==> config.mk <==
export PLATFORM = sky130hd
export DESIGN_NAME = fgmc_victim_scan
export DESIGN_NICKNAME = d
export VERILOG_FILES = /design/src/fgmc_pkg.sv /design/src/fgmc_victim_scan.sv
export SDC_FILE = /design/constraint.sdc
export NUM_CORES = 1
export LEC_CHECK = 0
export BUFFER_PORTS_ARGS = -buffer_cell sky130_fd_sc_hd__buf_4
export CAP_MARGIN = 25
export CORE_MARGIN = 3
export CORE_UTILIZATION = 49
export DETAILED_ROUTE_END_ITERATION = 12
export HOLD_SLACK_MARGIN = 0.12
export PLACE_DENSITY = 0.92
export SYNTH_ARGS = -nofsm -noshare
export SYNTH_HDL_FRONTEND = slang
export SYNTH_SLANG_ARGS = --single-unit
==> constraint.sdc <==
create_clock -name i_clk -period 4.4 [get_ports i_clk]
set_input_delay 0.88 -clock i_clk [delete_from_list [all_inputs] [get_ports i_clk]]
set_output_delay 0.88 -clock i_clk [all_outputs]
set_load 0.02 [all_outputs]
==> src/fgmc_pkg.sv <==
// fgmc_pkg: sizes, types, opcodes and address helpers of the mapping cache
// used by fgmc_victim_scan and fine_grained_mapping_cache_top; no dependencies
package fgmc_pkg;

    // geometry (page and entry counts are powers of two)
    localparam int NUM_TPAGES       = 64;
    localparam int ENTRIES_PER_PAGE = 64;
    localparam int PPA_BITS         = 32;
    localparam int TOTAL_ENTRIES    = NUM_TPAGES * ENTRIES_PER_PAGE;

    // port field widths
    localparam int ADDR_W = 12;
    localparam int PHYS_W = 32;
    localparam int MAXC_W = 13;
    localparam int VPG_W  = 6;

    // derived widths
    localparam int PAGE_W = $clog2(NUM_TPAGES);
    localparam int OFF_W  = $clog2(ENTRIES_PER_PAGE);
    localparam int SLOT_W = PAGE_W + OFF_W;
    localparam int PCNT_W = $clog2(ENTRIES_PER_PAGE + 1);
    localparam int TOT_W  = $clog2(TOTAL_ENTRIES + 1);
    localparam int SCAN_W = $clog2(NUM_TPAGES + 1);
    localparam int CMP_W  = (TOT_W > MAXC_W) ? TOT_W : MAXC_W;

    localparam logic [MAXC_W-1:0] MAX_CACHED_RST = MAXC_W'(4096);

    typedef logic [1:0]          t_opcode;
    typedef logic [PAGE_W-1:0]   t_page;
    typedef logic [OFF_W-1:0]    t_off;
    typedef logic [SLOT_W-1:0]   t_slot;
    typedef logic [PCNT_W-1:0]   t_pcnt;
    typedef logic [TOT_W-1:0]    t_tot;
    typedef logic [PPA_BITS-1:0] t_ppa;

    localparam t_opcode OP_LOOKUP = 2'd0;
    localparam t_opcode OP_FILL   = 2'd1;
    localparam t_opcode OP_UPDATE = 2'd2;

    // one translation page: cached bits, cached count, dirty mark
    typedef struct packed {
        logic [ENTRIES_PER_PAGE-1:0] bits;
        t_pcnt                       cnt;
        logic                        dirty;
    } t_page_row;

    // page count stream into the victim scan
    typedef struct packed {
        logic  clr;
        logic  vld;
        t_page idx;
        t_pcnt cnt;
        logic  dirty;
    } t_scan_req;

    // victim chosen by the scan
    typedef struct packed {
        logic  found;
        t_page page;
        t_pcnt best;
        logic  dirty;
    } t_scan_res;

    // translation page of a logical address, wrapped to the page count
    function automatic t_page addr_page(input logic [ADDR_W-1:0] addr);
        logic [31:0] wide;
        wide = 32'(addr) >> OFF_W;
        return t_page'(wide);
    endfunction

    // entry within its translation page
    function automatic t_off addr_off(input logic [ADDR_W-1:0] addr);
        return t_off'(addr);
    endfunction

endpackage

==> src/fgmc_victim_scan.sv <==
// fgmc_victim_scan: running maximum over a stream of page counts
// keeps the first page with the greatest nonzero count; uses fgmc_pkg
module fgmc_victim_scan
    import fgmc_pkg::*;
(
    input  logic      i_clk,
    input  logic      i_rst_n,
    input  t_scan_req i_req,
    output t_scan_res o_res
);

    logic  r_found;
    t_page r_page;
    t_pcnt r_best;
    logic  r_dirty;

    // strictly greater keeps the lowest index on a tie
    always_ff @(posedge i_clk) begin
        if (!i_rst_n) begin
            r_found <= 1'b0;
            r_page  <= '0;
            r_best  <= '0;
            r_dirty <= 1'b0;
        end else if (i_req.clr) begin
            r_found <= 1'b0;
            r_page  <= '0;
            r_best  <= '0;
            r_dirty <= 1'b0;
        end else if (i_req.vld && (i_req.cnt > r_best)) begin
            r_found <= 1'b1;
            r_page  <= i_req.idx;
            r_best  <= i_req.cnt;
            r_dirty <= i_req.dirty;
        end
    end

    assign o_res = '{found: r_found, page: r_page, best: r_best, dirty: r_dirty};

endmodule
* Yosys cells after proc, flatten, opt, wreduce, memory -nomap -nowiden
Index checks and enable logic that the tools add are counted.
Word-level totals: output and inout port bits 15, word-level logic and storage cells 8, bits in latches 0, memory bits (read-only) 0, memory bits (writable) 0, memories 0, register bits after elaboration 15
Operators by class: $add $sub $neg 0, multiply operators 0, bitwise gates (word level) 1, order comparisons 1, shifts and indexed selects 0, reductions and logical operators 2, eq/ne operators 0, divide/modulo/power cells 0, mux-type cells 0
Operators by type and width (number):
- > comparator 7 bit | 1
- OR reduction 2 bit | 1
- logical AND 1 bit | 1
- NOT 1 bit | 1

* Depth between registers and ports, before layout
word-level depth 2, gate-level depth with buffers 8, gate-level depth less buffers 6

* Least setup slack after synthesis
Ideal clock, no wire load.
path type input to register, start point in i_req[3] (netlist bit), end point reg r_found, setup slack 2263 ps, arrival time 2023 ps, library setup time 115 ps, stages 7, path through ha_1 a21oi_1 a21oi_1 o221a_1 buf_6 buf_12 o21a_1
Between the ends: longest elaborated chain between the ends 2
Ends and longest elaborated chain:
- from (decl) | line fgmc_victim_scan.sv:8 | input t_scan_req i_req,
- > comparator 7 bit | line fgmc_victim_scan.sv:29 | end else if (i_req.vld && (i_req.cnt > r_best)) begin
- logical AND 1 bit | line fgmc_victim_scan.sv:29
- to (signal assigned) | line fgmc_victim_scan.sv:20 | r_found <= 1'b0;
- to (signal assigned) | line fgmc_victim_scan.sv:25 | r_found <= 1'b0;
- to (signal assigned) | line fgmc_victim_scan.sv:30 | r_found <= 1'b1;
- to (decl) | line fgmc_victim_scan.sv:12 | logic r_found;
Every way passes these cells. A chain may end at the register's enable or synchronous reset.

* Worst setup path after layout
start point in i_req[7] (netlist bit), end point reg r_best[5]
Between the ends: longest elaborated chain between the ends 2
Ends and longest elaborated chain:
- > comparator 7 bit | line fgmc_victim_scan.sv:29
- logical AND 1 bit | line fgmc_victim_scan.sv:29
- to (signal assigned) | line fgmc_victim_scan.sv:32 | r_best <= i_req.cnt;
- to (decl) | line fgmc_victim_scan.sv:14 | t_pcnt r_best;
Every way passes these cells.

==> reports/qor.yml <==
post-cts-setup-buffer-count: 0
hpwl_um: 1388
drt_first_pass_iters: 4
grt_max_degree: 30
startpoint: "i_req[7]"
fmax_mhz: 406.6
die_area_sq_mm: 0.002132
rows: 13
diodes: 0
rr_worst_depth: 6
cts_sinks: 15
cts_tree: "yes"
holdBufCountCts: 0
r2r_start: "r_best[6]"
critPathArrivalTime_ns: 2.67
coreArea_sq_mm: 0.001399
p_total_uw: 281.2
synth_cell_types: 18
rsz0062_at_grt: "no"
clkPwrFrac_pct: 27.7
internal-power_uw: 205.2
endpoint_kind: "flip-flop"
setup.worst_path.end: "r_best[5]"
comb_power_share_pct: 21.2
path_clk_slew_ns: 0.09
worstPathRequired_ns: 4.61
drt_iter0_drc: 9
htreeDepth: 1
p_switching_uw: 76.03
clock_skew_ns: 0.003760
syn_area_per_cell_sq_um: 8.786
cts_buffer_depth: 2
p_leak_uw: 0.0004679
io_pins: 33
gr-usage-all-layers_pct: 17.44
netlist_instances: 90
r2r_slack_ns: 2.24
area_growth_pct: 28.96
finalWirelength_um: 1794
tns_ns: 0
hold_class: "flip-flop to flip-flop"
grt_pass1_vias: 638
clk_latency_ns: 0.28
fp.dieH_um: 46.17
antenna_left: 0
ff_latch_area_sq_um: 300.3
synth_seq_cells: 15
grt_antenna_before_repair: 0
yosysWarnings: 0
p_sw_share_pct: 27.03
hold_viol: 0
critical_path_class: "primary input to flip-flop"
start_kind: "primary input"
nFillCells: 106
numCtsBuffers: 3
vias_per_cell: 5.470
ys_seq_area_share_pct: 37.97
start_util_pct: 56.53
synthesis.nets: 115
gp_congestion: 0.8211
final_nets: 145
vdd_drop_max_uv: 160.3
syn_area_sq_um: 790.8
layout-drive-gt1-share_pct: 30.25
grt_overflow_total: 0
grt_pass1_wl_um: 2608
ctsResizeCount: 0
post-route-period-util_pct: 55.89
min_period_ns: 2.459
setup_viol: 0
outcome: "finished clean"
slew_headroom_pct: 34.09
wire_per_inst_um: 13.39
dieWidth_um: 46.17
multi_input_area_sq_um: 407.9
port_buffers: 32
max_cap_violations: 0
seqPwrFrac_pct: 51.1
power_density_mw_per_mm2: 275.8
finalMaxSlewViolations: 0
r2r-end: "r_best[5]"
cts-root-buf: "clkbuf_4"
vias: 733
drc: 0
crit_path_max_fanout: 15
tightest_slew_ns: 0.9841
==> through the flow <==
step	cell area, sq um	setup slack (ns)	std cells	hold WS, ns	util (%)
floorplan	790.8	2.263	90	0.4351	-
global placement	993.5	1.769	130	0.4457	71.02
detailed placement	993.5	1.655	130	0.4513	71.02
CTS	1020	1.946	134	0.4687	72.90
global route	1020	1.801	134	0.4838	72.90
finish	1020	1.941	134	0.4641	72.90
==> final cells by class <==
cell class | instances | area share (%)
Clock buffer | 4 | 2.577
Inverter | 7 | 2.577
Sequential cell | 15 | 29.45
Tap cell | 15 | 1.840
Timing Repair Buffer | 32 | 23.56
Multi-Input combinational cell | 61 | 40.00
==> power groups by stage <==
| stage | logic (uW) | registers [uW] | clock network [uW] |
|---|---|---|---|
| after floorplan | 35.0 | 151 | 0 |
| after global placement | 56.6 | 146 | 0 |
| after detailed placement | 59.5 | 147 | 0 |
| after CTS | 59.9 | 144 | 80.4 |
| after global routing | 64.6 | 144 | 84.6 |
| final | 59.8 | 144 | 77.8 |
==> registers in the layout, indices dropped and copies added, names as in the netlist <==
signal,count
r_dirty,1
r_best,7
r_page,6
r_found,1
==> synth_stat cells, drive strengths merged <==
cell / count / share of area [%]
o21ai: 1 / 0.63
clkbuf: 2 / 0.95
nor2b: 1 / 0.79
mux2i: 14 / 18
nand3b: 1 / 0.95
o221a: 1 / 1.4
o21a: 1 / 0.95
buf: 5 / 6.5
inv: 7 / 3.3
ha: 7 / 11
nand2: 29 / 14
a21oi: 4 / 2.5
dfxtp: 15 / 38
nand4: 1 / 0.79
nand3: 1 / 0.63
==> worst max-delay path, stage by stage <==
cell     delay [ns]
buf_4          0.12
ha_1           0.32
nand4_1        0.14
a21oi_1        0.15
o221a_1        0.77
mux2i_1        0.28
==> per-layer routing <==
metal	wire length, um	global-route usage (%)
met5	0	0
met4	66	11.36
met3	107	2.734
met1	646	16.47
met2	974	33.52
==> cells by family (layout without fill, tap and decap cells) <==
| group | Yosys count | in the layout | synth area share [%] |
|---|---|---|---|
| adders and majority gates | 7 | 7 | 11.08 |
| and+or+nand+nor | 33 | 33 | 16.93 |
| AOI/OAI and AO/OA | 7 | 7 | 5.538 |
| buffers and inverters | 14 | 43 | 10.76 |
| muxes | 14 | 14 | 17.72 |
| DFF | 15 | 15 | 37.97 |
==> worst min-delay path by stage <==
stage	from	end	slack [ns]	cells past startpoint
2_1_floorplan	r_dirty	r_dirty	0.44	2
4_1_cts	r_page[1]	r_page[1]	0.47	2
5_1_grt	r_dirty	r_dirty	0.48	2
3_3_place_gp	r_dirty	r_dirty	0.45	2
3_5_place_dp	r_page[1]	r_page[1]	0.45	2
6_report	r_page[1]	r_page[1]	0.46	2
==> cell usage in the layout, fill, tap and decap left out, drive strengths merged <==
cell    count
buf        32
nand2      29
dfxtp      15
mux2i      14
inv         7
ha          7
a21oi       4
clkbuf      4
nor2b       1
nand4       1
nand3       1
nand3b      1
o21ai       1
o221a       1
o21a        1
(Power assumes the default switching activity.)
